File: config.mk
export PLATFORM = sky130hd
export DESIGN_NAME = integer_to_ascii_formatter_unit
export DESIGN_NICKNAME = d
export VERILOG_FILES = /design/src/sv/itaf_pkg.sv /design/src/sv/itaf_front.sv /design/src/sv/itaf_queue.sv /design/src/sv/itaf_back.sv /design/src/sv/integer_to_ascii_formatter_unit.sv
export SDC_FILE = /design/constraint.sdc
export NUM_CORES = 1
export LEC_CHECK = 0
export ABC_AREA = 1
export BUFFER_PORTS_ARGS = -buffer_cell sky130_fd_sc_hd__buf_2
export CAP_MARGIN = 20
export CORE_ASPECT_RATIO = 1.2
export CORE_MARGIN = 2
export CORE_UTILIZATION = 50
export DETAILED_ROUTE_END_ITERATION = 6
export PLACE_DENSITY = 0.67
export SLEW_MARGIN = 30
export SYNTH_ARGS = -nofsm -noshare
export SYNTH_HDL_FRONTEND = slang
export SYNTH_SLANG_ARGS = --single-unit
File: constraint.sdc
create_clock -name clk -period 7.35 [get_ports clk]
set_clock_uncertainty 0.05 [all_clocks]
set_input_delay 1.1025 -clock clk [delete_from_list [all_inputs] [get_ports clk]]
set_output_delay 1.1025 -clock clk [all_outputs]
set_load 0.03 [all_outputs]
File: src/sv/itaf_pkg.sv
`timescale 1ns / 1ps

package itaf_pkg;

  localparam logic [1:0] OP_DEC  = 2'd0;
  localparam logic [1:0] OP_HEX  = 2'd1;
  localparam logic [1:0] OP_BIN  = 2'd2;
  localparam logic [1:0] OP_NONE = 2'd3;

  localparam logic [1:0] TERM_NONE  = 2'd0;
  localparam logic [1:0] TERM_CRLF  = 2'd1;
  localparam logic [1:0] TERM_SPACE = 2'd2;
  localparam logic [1:0] TERM_COMMA = 2'd3;

  localparam int QUEUE_DEPTH = 2;

  typedef struct packed {
    logic [1:0]  mode;
    logic        neg;
    logic [31:0] mag;
    logic [4:0]  top;
    logic [1:0]  term;
  } item_t;

endpackage

File: src/sv/itaf_front.sv
`timescale 1ns / 1ps

module itaf_front (
  input  logic                in_valid,
  output logic                in_ready,
  input  logic signed [31:0]  value,
  input  logic [1:0]          opcode,
  input  logic [1:0]          terminator,
  input  logic                full,
  output logic                push,
  output itaf_pkg::item_t     item
);

  logic [31:0] raw;
  logic        small8;
  logic        small16;

  assign raw     = unsigned'(value);
  assign small8  = (raw <= 32'h0000_00FF);
  assign small16 = (raw <= 32'h0000_FFFF);

  assign in_ready = !full;
  // undefined opcode is taken and dropped
  assign push     = in_valid && !full && (opcode != itaf_pkg::OP_NONE);

  always_comb begin
    item.mode = opcode;
    item.term = terminator;
    item.neg  = (opcode == itaf_pkg::OP_DEC) && raw[31];
    item.mag  = item.neg ? (~raw + 32'd1) : raw;
    unique case (opcode)
      itaf_pkg::OP_HEX: item.top = small8 ? 5'd1 : (small16 ? 5'd3 : 5'd7);
      itaf_pkg::OP_BIN: item.top = small8 ? 5'd7 : (small16 ? 5'd15 : 5'd31);
      default:          item.top = 5'd0;
    endcase
  end

endmodule

File: src/sv/itaf_queue.sv
`timescale 1ns / 1ps

module itaf_queue #(
  parameter int DEPTH = itaf_pkg::QUEUE_DEPTH
) (
  input  logic            clk,
  input  logic            rst,
  input  logic            push,
  input  itaf_pkg::item_t push_item,
  output logic            full,
  input  logic            pop,
  output itaf_pkg::item_t pop_item,
  output logic            empty
);

  localparam int PW = (DEPTH > 1) ? $clog2(DEPTH) : 1;
  localparam int CW = $clog2(DEPTH + 1);

  itaf_pkg::item_t mem [DEPTH];
  logic [PW-1:0]   wr_ptr;
  logic [PW-1:0]   rd_ptr;
  logic [CW-1:0]   count;

  assign full     = (count == CW'(DEPTH));
  assign empty    = (count == '0);
  assign pop_item = mem[rd_ptr];

  always_ff @(posedge clk) begin
    if (push) begin
      mem[wr_ptr] <= push_item;
    end
  end

  always_ff @(posedge clk) begin
    if (rst) begin
      wr_ptr <= '0;
      rd_ptr <= '0;
      count  <= '0;
    end else begin
      if (push) begin
        wr_ptr <= (wr_ptr == PW'(DEPTH - 1)) ? '0 : wr_ptr + PW'(1);
      end
      if (pop) begin
        rd_ptr <= (rd_ptr == PW'(DEPTH - 1)) ? '0 : rd_ptr + PW'(1);
      end
      if (push && !pop) begin
        count <= count + CW'(1);
      end else if (pop && !push) begin
        count <= count - CW'(1);
      end
    end
  end

endmodule

File: src/sv/itaf_back.sv
`timescale 1ns / 1ps

module itaf_back (
  input  logic            clk,
  input  logic            rst,
  input  logic            empty,
  input  itaf_pkg::item_t item,
  output logic            pop,
  output logic            out_valid,
  input  logic            out_ready,
  output logic [6:0]      char_byte,
  output logic            last
);

  localparam logic [2:0] S_IDLE = 3'd0;
  localparam logic [2:0] S_CONV = 3'd1;
  localparam logic [2:0] S_PRE0 = 3'd2;
  localparam logic [2:0] S_PRE1 = 3'd3;
  localparam logic [2:0] S_DIG  = 3'd4;
  localparam logic [2:0] S_T0   = 3'd5;
  localparam logic [2:0] S_T1   = 3'd6;

  localparam logic [6:0] CH_ZERO  = 7'd48;
  localparam logic [6:0] CH_ONE   = 7'd49;
  localparam logic [6:0] CH_ALPHA = 7'd55;
  localparam logic [6:0] CH_MINUS = 7'h2D;
  localparam logic [6:0] CH_X     = 7'h78;
  localparam logic [6:0] CH_B     = 7'h62;
  localparam logic [6:0] CH_CR    = 7'h0D;
  localparam logic [6:0] CH_LF    = 7'h0A;
  localparam logic [6:0] CH_SPACE = 7'h20;
  localparam logic [6:0] CH_COMMA = 7'h2C;

  localparam int BITS = 32;

  logic [2:0]       state;
  logic [2:0]       state_next;
  logic [1:0]       mode;
  logic             neg;
  logic [1:0]       term;
  logic [31:0]      raw;
  logic [9:0][3:0]  bcd;
  logic [9:0][3:0]  bcd_adj;
  logic [39:0]      bcd_next;
  logic [9:0][3:0]  bcd_view;
  logic [3:0]       top_dec;
  logic [4:0]       cnt;
  logic [4:0]       bitcnt;
  logic             conv_done;
  logic             adv;
  logic             emit;
  logic [6:0]       ch;
  logic             lst;
  logic             out_valid_next;
  logic [7:0][3:0]  nibs;
  logic [3:0]       nib;
  logic [6:0]       dig_ch;

  assign adv       = !out_valid || out_ready;
  assign pop       = (state == S_IDLE) && !empty;
  assign conv_done = (bitcnt == 5'(BITS - 1));
  assign nibs      = raw;
  assign nib       = nibs[cnt[2:0]];

  // shift-and-add-3 binary to bcd, one bit per cycle
  always_comb begin
    for (int i = 0; i < 10; i++) begin
      bcd_adj[i] = (bcd[i] >= 4'd5) ? bcd[i] + 4'd3 : bcd[i];
    end
    bcd_next = {bcd_adj[9][2:0], bcd_adj[8:0], raw[31]};
  end

  always_comb begin
    bcd_view = bcd_next;
    top_dec  = 4'd0;
    for (int i = 0; i < 10; i++) begin
      if (bcd_view[i] != 4'd0) begin
        top_dec = 4'(i);
      end
    end
  end

  always_comb begin
    unique case (mode)
      itaf_pkg::OP_DEC: dig_ch = CH_ZERO + {3'd0, bcd[cnt[3:0]]};
      itaf_pkg::OP_HEX: dig_ch = (nib > 4'd9) ? CH_ALPHA + {3'd0, nib} : CH_ZERO + {3'd0, nib};
      itaf_pkg::OP_BIN: dig_ch = raw[cnt] ? CH_ONE : CH_ZERO;
      default:          dig_ch = CH_ZERO;
    endcase
  end

  always_comb begin
    state_next = state;
    emit       = 1'b0;
    ch         = CH_ZERO;
    lst        = 1'b0;
    unique case (state)
      S_IDLE: begin
        if (!empty) begin
          state_next = (item.mode == itaf_pkg::OP_DEC) ? S_CONV : S_PRE0;
        end
      end
      S_CONV: begin
        if (conv_done) begin
          state_next = neg ? S_PRE0 : S_DIG;
        end
      end
      S_PRE0: begin
        emit = 1'b1;
        ch   = (mode == itaf_pkg::OP_DEC) ? CH_MINUS : CH_ZERO;
        if (adv) begin
          state_next = (mode == itaf_pkg::OP_DEC) ? S_DIG : S_PRE1;
        end
      end
      S_PRE1: begin
        emit = 1'b1;
        ch   = (mode == itaf_pkg::OP_HEX) ? CH_X : CH_B;
        if (adv) begin
          state_next = S_DIG;
        end
      end
      S_DIG: begin
        emit = 1'b1;
        ch   = dig_ch;
        lst  = (cnt == 5'd0) && (term == itaf_pkg::TERM_NONE);
        if (adv && (cnt == 5'd0)) begin
          state_next = (term == itaf_pkg::TERM_NONE) ? S_IDLE : S_T0;
        end
      end
      S_T0: begin
        emit = 1'b1;
        lst  = (term != itaf_pkg::TERM_CRLF);
        unique case (term)
          itaf_pkg::TERM_CRLF:  ch = CH_CR;
          itaf_pkg::TERM_SPACE: ch = CH_SPACE;
          itaf_pkg::TERM_COMMA: ch = CH_COMMA;
          default:              ch = CH_SPACE;
        endcase
        if (adv) begin
          state_next = (term == itaf_pkg::TERM_CRLF) ? S_T1 : S_IDLE;
        end
      end
      S_T1: begin
        emit = 1'b1;
        ch   = CH_LF;
        lst  = 1'b1;
        if (adv) begin
          state_next = S_IDLE;
        end
      end
      default: state_next = S_IDLE;
    endcase
    out_valid_next = adv ? emit : out_valid;
  end

  always_ff @(posedge clk) begin
    if (rst) begin
      state     <= S_IDLE;
      out_valid <= 1'b0;
    end else begin
      state     <= state_next;
      out_valid <= out_valid_next;
    end
  end

  always_ff @(posedge clk) begin
    if (pop) begin
      mode   <= item.mode;
      neg    <= item.neg;
      term   <= item.term;
      raw    <= item.mag;
      cnt    <= item.top;
      bcd    <= '0;
      bitcnt <= '0;
    end else if (state == S_CONV) begin
      raw    <= raw << 1;
      bcd    <= bcd_next;
      bitcnt <= bitcnt + 5'd1;
      if (conv_done) begin
        cnt <= {1'b0, top_dec};
      end
    end else if ((state == S_DIG) && adv) begin
      cnt <= cnt - 5'd1;
    end
    if (adv && emit) begin
      char_byte <= ch;
      last      <= lst;
    end
  end

  a_dec_digit: assert property (@(posedge clk) disable iff (rst)
    (state == S_DIG) && (mode == itaf_pkg::OP_DEC) |-> (cnt <= 5'd9) && (bcd[cnt[3:0]] <= 4'd9))
    else $error("decimal digit out of range");

  a_hex_count: assert property (@(posedge clk) disable iff (rst)
    (state == S_DIG) && (mode == itaf_pkg::OP_HEX) |-> (cnt < 5'd8))
    else $error("hex digit index out of range");

  a_lf_after_cr: assert property (@(posedge clk) disable iff (rst)
    (state == S_T1) |-> (term == itaf_pkg::TERM_CRLF))
    else $error("line feed without cr lf terminator");

endmodule

File: src/sv/integer_to_ascii_formatter_unit.sv
`timescale 1ns / 1ps

// Formats a 32-bit value as ASCII text (signed decimal, 0x hex or 0b binary, with an
// optional CR LF, space or comma) and sends one 7-bit character per output transfer, with
// last set on the final one; opcode 3 is taken and yields nothing. Inputs go through a
// small queue so a new item can be taken while the previous one is still printing.
// A hex or binary item is loaded and then printed at one character per cycle; a decimal
// item is loaded, run through the bit-serial binary to BCD converter, then printed at one
// character per cycle. Either rate holds only while out_ready lets the output advance.
module integer_to_ascii_formatter_unit #(
  parameter int QUEUE_DEPTH = itaf_pkg::QUEUE_DEPTH
) (
  input  logic               clk,
  input  logic               rst,
  input  logic               in_valid,
  output logic               in_ready,
  input  logic signed [31:0] value,
  input  logic [1:0]         opcode,
  input  logic [1:0]         terminator,
  output logic               out_valid,
  input  logic               out_ready,
  output logic [6:0]         char_byte,
  output logic               last
);

  logic            push;
  logic            full;
  logic            pop;
  logic            empty;
  itaf_pkg::item_t push_item;
  itaf_pkg::item_t pop_item;

  itaf_front u_front (
    .in_valid   (in_valid),
    .in_ready   (in_ready),
    .value      (value),
    .opcode     (opcode),
    .terminator (terminator),
    .full       (full),
    .push       (push),
    .item       (push_item)
  );

  itaf_queue #(
    .DEPTH (QUEUE_DEPTH)
  ) u_queue (
    .clk       (clk),
    .rst       (rst),
    .push      (push),
    .push_item (push_item),
    .full      (full),
    .pop       (pop),
    .pop_item  (pop_item),
    .empty     (empty)
  );

  itaf_back u_back (
    .clk       (clk),
    .rst       (rst),
    .empty     (empty),
    .item      (pop_item),
    .pop       (pop),
    .out_valid (out_valid),
    .out_ready (out_ready),
    .char_byte (char_byte),
    .last      (last)
  );

endmodule
==> results by group, run 1 <==
Run status
  • Outcome: finished clean

Power and ir drop
  • Peak VDD IR: 279 uV
  • PwrDens: 399 nW/um^2
  • Leakage: 0.00448 uW

GRT
  • First-pass GRT wire length: 37.2 mm
  • Initial antenna violation count: 0
  • Largest net degree at the start of global routing: 73
  • Vias in the first global route: 7674
  • GRT Total Usage: 21.7%
  • Total grt overflow: 0

Critical path
  • Cell at the slowest stage of the critical path: nand2_1
  • CP Capture Type: register
  • Worst Reg2Reg Path Length in Cells: 14
  • CP Launch Type: input pin
  • CP peak stage delay: 460 ps
  • CP top delay family: compound AO/OA/AOI/OAI gates
  • Crit-path max FO: 18
  • Crit path buffers/inverters: 3
  • Levels on crit path: 11
  • Critical path type: in2reg
  • Crit path cell chain: buf_2 > inv_1 > ha_1 > nand2_1 > inv_1 > o21ai_2 > o21ai_2 > a21oi_2 > o21ai_1 > o21bai_1 > nand2_1
  • WP data arrival: 3270 ps
  • Crit path required time: 7490 ps

Logic synthesis
  • Largest cells by area after synthesis: edfxtp_1, dfxtp_1, nand2_1
  • Syn_area_per_cell: 8.64 sq um
  • Syn Std Cell Area: 10100 sq um
  • Share of the synthesized area in the top cell type: 39.9%
  • Synth Instances: 1166
  • Post-synthesis async set-or-reset flop share: 0%
  • FF+latch count, synth: 188
  • Synth Warn #: 0
  • Netlist cell types: 52
  • Post-synth top area cell: edfxtp_1
  • Net Count, Synth: 1237
  • Most used DFF post-synth: edfxtp_1
  • Register area share after synthesis: 50.7%
  • Post-synth EDFFs: 134

STA
  • RSZ-0062 raised after global routing: no
  • Hold slack: 402 ps
  • Final Hold Viols: 0
  • Tmin final: 3130 ps
  • Crit share post-route: 42.6%
  • Slew Limit Headroom: 39.8%
  • Highest clock rate: 0.319 GHz
  • Worst slew pin tran: 904 ps
  • Final setup viols: 0
  • Setup_tns: 0 ps
  • Fin. max-slew vios: 0

Floorplanning
  • Top Ports: 50
  • Total core area: 19700 sq um
  • Die area: 21300 sq um
  • # rows: 56
  • Die width: 134 microns
  • Initial Utilization: 51.2%
  • Die height: 159 microns

Placement
  • GPL Wtd Cong: 0.881
  • Hpwl dp: 15.8 mm
  • Placed cells: 1442
  • Port Buffer Count: 49

Drt
  • DRT iter0 DRCs: 647
  • Post-route ant nets: 0
  • Routed WL: 22.5 mm
  • Routed vias: 8048
  • Drt pass-1 iters: 6
  • Drt wl/cell: 15.3 microns
  • Drt drc: 0
  • Vias/cell: 5.46

Finish
  • Final Non-Filler Cells: 1474
  • Share of cells above drive strength 1: 10.6%
  • Register area: 5100 sq um
  • Area occupied by multi-input gates: 4330 sq um
  • Fillers: 1753
  • Nets: 1271
  • P&R area growth vs syn: 10.4%
  • # diodes: 0

Clock network
  • TritonCTS buffer count: 17
  • Clk pin slew, worst setup/hold paths: 70 ps
  • Clk buf depth: 2
  • CTS tree: yes
  • Root Buffer: clkbuf_16
  • Clock H-tree levels: 4
  • Sink Count: 188
  • Hold buffer count at cts: 0
  • Setup Buffers After CTS: 0
  • Post-cts sizing count: 0
  • Worst skew pair latency: 440 ps

Min path
  • Min-delay worst type: reg2reg
  • Min-Delay Path Depth: 1

Job
  • Max cap viols: 0
-- metal layers --
layer | global-route usage [%] | routed length (microns) | vias to the layer above
met5 | 0 | 0 | -
met4 | 8.46 | 646 | 0
met3 | 2.87 | 664 | 45
met2 | 38.8 | 11300 | 170
met1 | 26.6 | 9930 | 3794
li1 | - | - | 4039
-- final timing paths --
kind	startpoint	to	slack, ps
worst max-delay path	opcode[0]	u_queue.mem[1][35]	4220
worst min-delay path	u_back.bitcnt[3]	u_back.bitcnt[3]	400
worst max register to register	u_back.cnt[1]	u_back.char_byte[5]	4240
worst min register to register	u_back.bitcnt[3]	u_back.bitcnt[3]	400
-- report_power, final --
| part | switching [uW] | internal, uW | leakage, uW |
|---|---|---|---|
| Clock | 452 | 458 | 0.000290 |
| Combinational | 1280 | 531 | 0.00250 |
| Sequential | 182 | 1540 | 0.00169 |
-- worst reg2reg max path: stages, from the launching register on --
cell and delay, ps:
edfxtp_1 780, inv_2 320, nand2_1 230, inv_1 160
nand2_1 100, nand2_1 80, a31oi_4 200, inv_2 80
ha_1 190, o21ai_1 160, nand2_2 110, inv_2 90
o21ai_2 60, o21ai_0 170, nand3b_1 90
-- final cells by class --
class	count	share of cell area, %
clock buffers	17	3.83
clock inverters	15	1.47
inverters	125	4.22
multi-input cells	812	38.9
flip-flops and latches	188	45.9
well taps	261	2.94
repair buffers	56	2.68
-- sequential cells by signal, indices dropped and copies added (netlist names), named ones only --
signal            flops
u_back.neg            1
u_back.term           2
u_queue.count         2
u_back.bcd           40
u_back.nibs          32
u_back.char_byte      7
u_back.state          3
u_queue.rd_ptr        1
u_queue.wr_ptr        1
u_queue.mem          84
u_back.bitcnt         5
u_back.out_valid      1
u_back.mode           2
u_back.last           1
u_back.cnt            5
-- cells by family (layout without fill, tap and decap cells) --
group / Yosys count / in the layout / synth area share, %
compound gates: 267 / 267 / 15.8
simple gates: 474 / 474 / 19.6
flops: 188 / 188 / 50.7
buf+inv: 166 / 213 / 6.60
xor+xnor: 40 / 40 / 3.48
fa+ha+maj: 31 / 31 / 3.85
-- through the flow --
stage / setup slack [ps] / util [%] / total power [uW] / cell area, sq um
floorplan: 3430 / - / 3060 / 10100
global placement: 3780 / 53.5 / 3520 / 10500
detailed placement: 3740 / 53.5 / 3550 / 10500
CTS: 4200 / 56.5 / 4460 / 11100
global route: 3930 / 56.5 / 4760 / 11100
finish: 4220 / 56.5 / 4440 / 11100
-- synthesized netlist by cell type, types with 5 or more instances --
cell / n
edfxtp_1: 134
o211ai_1: 13
a21oi_1: 60
ha_1: 31
nand4_1: 9
o21ai_1: 8
xnor2_1: 14
nand3_1: 35
o22ai_1: 18
nand2_1: 250
inv_1: 115
nor2_1: 145
o21ai_0: 103
nor3_1: 7
dfxtp_1: 54
o31ai_1: 34
or2_2: 5
a31oi_1: 5
inv_2: 8
xor2_1: 26
clkbuf_1: 20
buf_2: 15
-- cell usage in the layout, fill, tap and decap left out, types with 5 or more instances in the layout --
master and count:
a31oi_1 5, buf_2 49, or2_2 5, dfxtp_1 54
xor2_1 26, o31ai_1 34, xnor2_1 14, o211ai_1 13
a21oi_1 60, edfxtp_1 134, nor3_1 7, buf_4 7
o21ai_1 8, inv_8 6, nor2_1 143, nand2_2 5
inv_1 115, nand4_1 9, nand2_1 248, nor2_4 6
clkbuf_16 17, o22ai_1 18, inv_2 8, ha_1 31
o21ai_0 103, nand3_1 35
No activity file was read; power rests on OpenSTA's default activity.
==> run 2: changes to the inputs <==
Settings changed: ABC_AREA 1 to 0, PLACE_DENSITY 0.67 to 0.7.
Clock period 7.35 ns to 2.8 ns, I/O delays scaled along.
==> run 2 against run 1 <==
Count of clock-buffer cells in the layout is the same; largest cell class unchanged; register-to-register slack lost 4000 ps; setup slack worse by 4000 ps; largest power group is now sequential cells.
==> results by group, run 2 <==
Run status
  • Outcome: finished clean

Logic synthesis
  • Post-synthesis async set-or-reset flop share: 0%
  • Post-synth top area cell: edfxtp_1
  • Syn Std Cell Area: 10200 sq um
  • Synth Instances: 918
  • Register area share after synthesis: 50.0%
  • Post-synthesis adder-cell area fraction: 3.80%
  • Post-synth top cells: edfxtp_1, o21ai_0, nand2_1, mux2i_1, dfxtp_1
  • Post-synth EDFFs: 134
  • Net Count, Synth: 989
  • Netlist cell types: 67
  • Largest cells by area after synthesis: edfxtp_1, dfxtp_1, mux2i_1
  • Most used DFF post-synth: edfxtp_1
  • Multiplexer area fraction after synthesis: 12.8%
  • Share of the synthesized area in the top cell type: 39.4%
  • Leading cell type by number of instances after synthesis: edfxtp_1
  • Synth Warn #: 0
  • Synth Area in XOR/XNOR: 4.20%
  • Syn_area_per_cell: 11.1 sq um
  • Main combinational cell family by area after synthesis: simple AND/OR/NAND/NOR gates
  • FF+latch count, synth: 188
  • Synth Area in Simple Gates: 14.2%
  • Compound-cell area share of the yosys netlist: 11.5%

Finish
  • Most frequent cells in the layout: edfxtp_1, o21ai_0, nand2_1, mux2i_1, dfxtp_1
  • Largest Register: u_queue.mem
  • Nets: 1035
  • # diodes: 0
  • P&R area growth vs syn: 11.6%
  • Most common cell after layout, fill and taps aside: edfxtp_1
  • Share of cells above drive strength 1: 16.4%
  • Max reg flops: 84
  • Fin area: 11400 sq um

Placement
  • GPL Wtd Cong: 0.880
  • Hpwl dp: 14.9 mm
  • DP Area: 10800 sq um
  • Port Buffer Count: 49

Critical path
  • Critical path type: reg2reg
  • CP peak stage delay: 590 ps
  • Crit-path max FO: 17
  • Worst Reg2Reg Path Length in Cells: 8
  • Cell at the slowest stage of the critical path: mux4_1
  • Crit path cell chain: buf_12 > buf_12 > mux4_1 > mux2_4 > o21ai_4 > xnor2_1 > o221ai_1 > and3_1
  • CP Capture Type: register
  • CP Launch Type: register
  • WP data arrival: 2760 ps
  • Cell mode on critical path: buf_12
  • Crit path required time: 2950 ps

Clock network
  • Post-cts sizing count: 0
  • CTS tree: yes
  • Worst skew pair latency: 440 ps
  • Setup Buffers After CTS: 0
  • Clk buf depth: 2
  • Clock H-tree levels: 4
  • TritonCTS buffer count: 17
  • Clk pin slew, worst setup/hold paths: 70 ps
  • Sink Count: 188
  • Hold buffer count at cts: 0
  • Root Buffer: clkbuf_16

Floorplanning
  • Top Ports: 50
  • Die height: 161 microns
  • Die area: 21600 sq um
  • # rows: 57
  • Die width: 134 microns
  • Total core area: 20100 sq um
  • Initial Utilization: 50.8%

STA
  • Tmin final: 2610 ps
  • Final setup viols: 0
  • Fin. max-slew vios: 0
  • Crit share post-route: 93.2%
  • Slew Limit Headroom: 51.9%
  • Setup_tns: 0 ps
  • Worst slew pin tran: 717 ps
  • RSZ-0062 raised after global routing: no
  • Final Hold Viols: 0
  • Highest clock rate: 0.383 GHz

GRT
  • GRT Total Usage: 20.6%
  • Vias in the first global route: 6841
  • First-pass GRT wire length: 35.2 mm
  • Largest net degree at the start of global routing: 76
  • Initial antenna violation count: 0
  • Total grt overflow: 0

Drt
  • Post-route ant nets: 0
  • Drt drc: 0
  • DRT iter0 DRCs: 470
  • Routed vias: 7041
  • Vias/cell: 5.67
  • Drt pass-1 iters: 5
  • Routed WL: 20.8 mm
  • Drt wl/cell: 16.8 microns

Power and ir drop
  • Peak VDD IR: 752 uV
  • PwrDens: 974 nW/um^2
  • Leakage: 0.00409 uW

Min path
  • Min-Delay Path Depth: 1
  • Min-delay worst type: in2reg

Job
  • Max cap viols: 0
[run 2: cell types whose count changed after synthesis, sizes merged, moves of 14 or more]
cell / before / now
nand2b: 0 / 19
mux4: 0 / 24
inv: 123 / 32
nor2: 152 / 47
o31ai: 34 / 9
xnor2: 14 / 28
nand2: 254 / 76
mux2i: 0 / 57
mux2: 0 / 15
o21ai: 115 / 99
nor3b: 0 / 21
[run 2: worst max-delay path, delay by kind of cell (launching register included)]
| family | cells | cell delay (ps) |
|---|---|---|
| AO/OA/AOI/OAI | 2 | 380 |
| flip-flops | 1 | 380 |
| multiplexers | 2 | 920 |
| AND/OR/NAND/NOR | 1 | 180 |
| buffers and inverters | 2 | 290 |
| XOR/XNOR | 1 | 160 |
[run 2: final timing paths]
check                   start                   to  slack [ps]
max             u_back.cnt[0]  u_back.char_byte[0]         190
min             terminator[0]    u_queue.mem[0][0]         110
max reg2reg     u_back.cnt[0]  u_back.char_byte[0]         190
min reg2reg  u_back.bitcnt[4]     u_back.bitcnt[4]         420
[run 2: cell families (layout without fill, tap and decap cells)]
logic type,Yosys count,after routing
XOR/XNOR,49,49
buffers and inverters,79,138
adder cells (fa/ha/maj),31,31
flip-flops,188,188
multiplexers,96,96
AO/OA/AOI/OAI,200,200
AND/OR/NAND/NOR,275,275
[run 2: routing by layer]
| layer | global-route usage (%) | share of wire [%] | vias up |
|---|---|---|---|
| met3 | 3.98 | 3.2 | 29 |
| met2 | 34.7 | 50 | 143 |
| met1 | 26.9 | 45 | 3370 |
| met5 | 0 | 0 | - |
| li1 | - | - | 3499 |
| met4 | 6.32 | 1.7 | 0 |
[run 2: power breakdown]
part           total [uW]  leakage [uW]  internal (uW)  switching (uW)
clock network        2360      0.000275           1190            1170
registers            4480       0.00169           3940             531
logic                4260       0.00212           1760            2510
total               11100       0.00409           6890            4210
[run 2: area by class of cell]
class | count | area [sq um]
clock buffer | 17 | 425
clock inverter | 15 | 148
fill | 1715 | 8720
inverter | 32 | 120
multi-input combinational | 651 | 4750
sequential | 188 | 5110
tap | 265 | 332
timing repair buffer | 74 | 508
[run 2: metrics by stage]
stage / std cells / util (%) / setup slack (ps) / hold slack, ps / total power [uW]
finish: 1242 / 56.7 / 191 / 115 / 11100
global route: 1242 / 56.7 / 4.02 / 101 / 11800
CTS: 1241 / 56.6 / 108 / 99.5 / 11100
detailed placement: 1209 / 53.7 / 114 / 408 / 8730
global placement: 1209 / 53.7 / 152 / 399 / 8650
floorplan: 918 / - / 111 / 388 / 7570
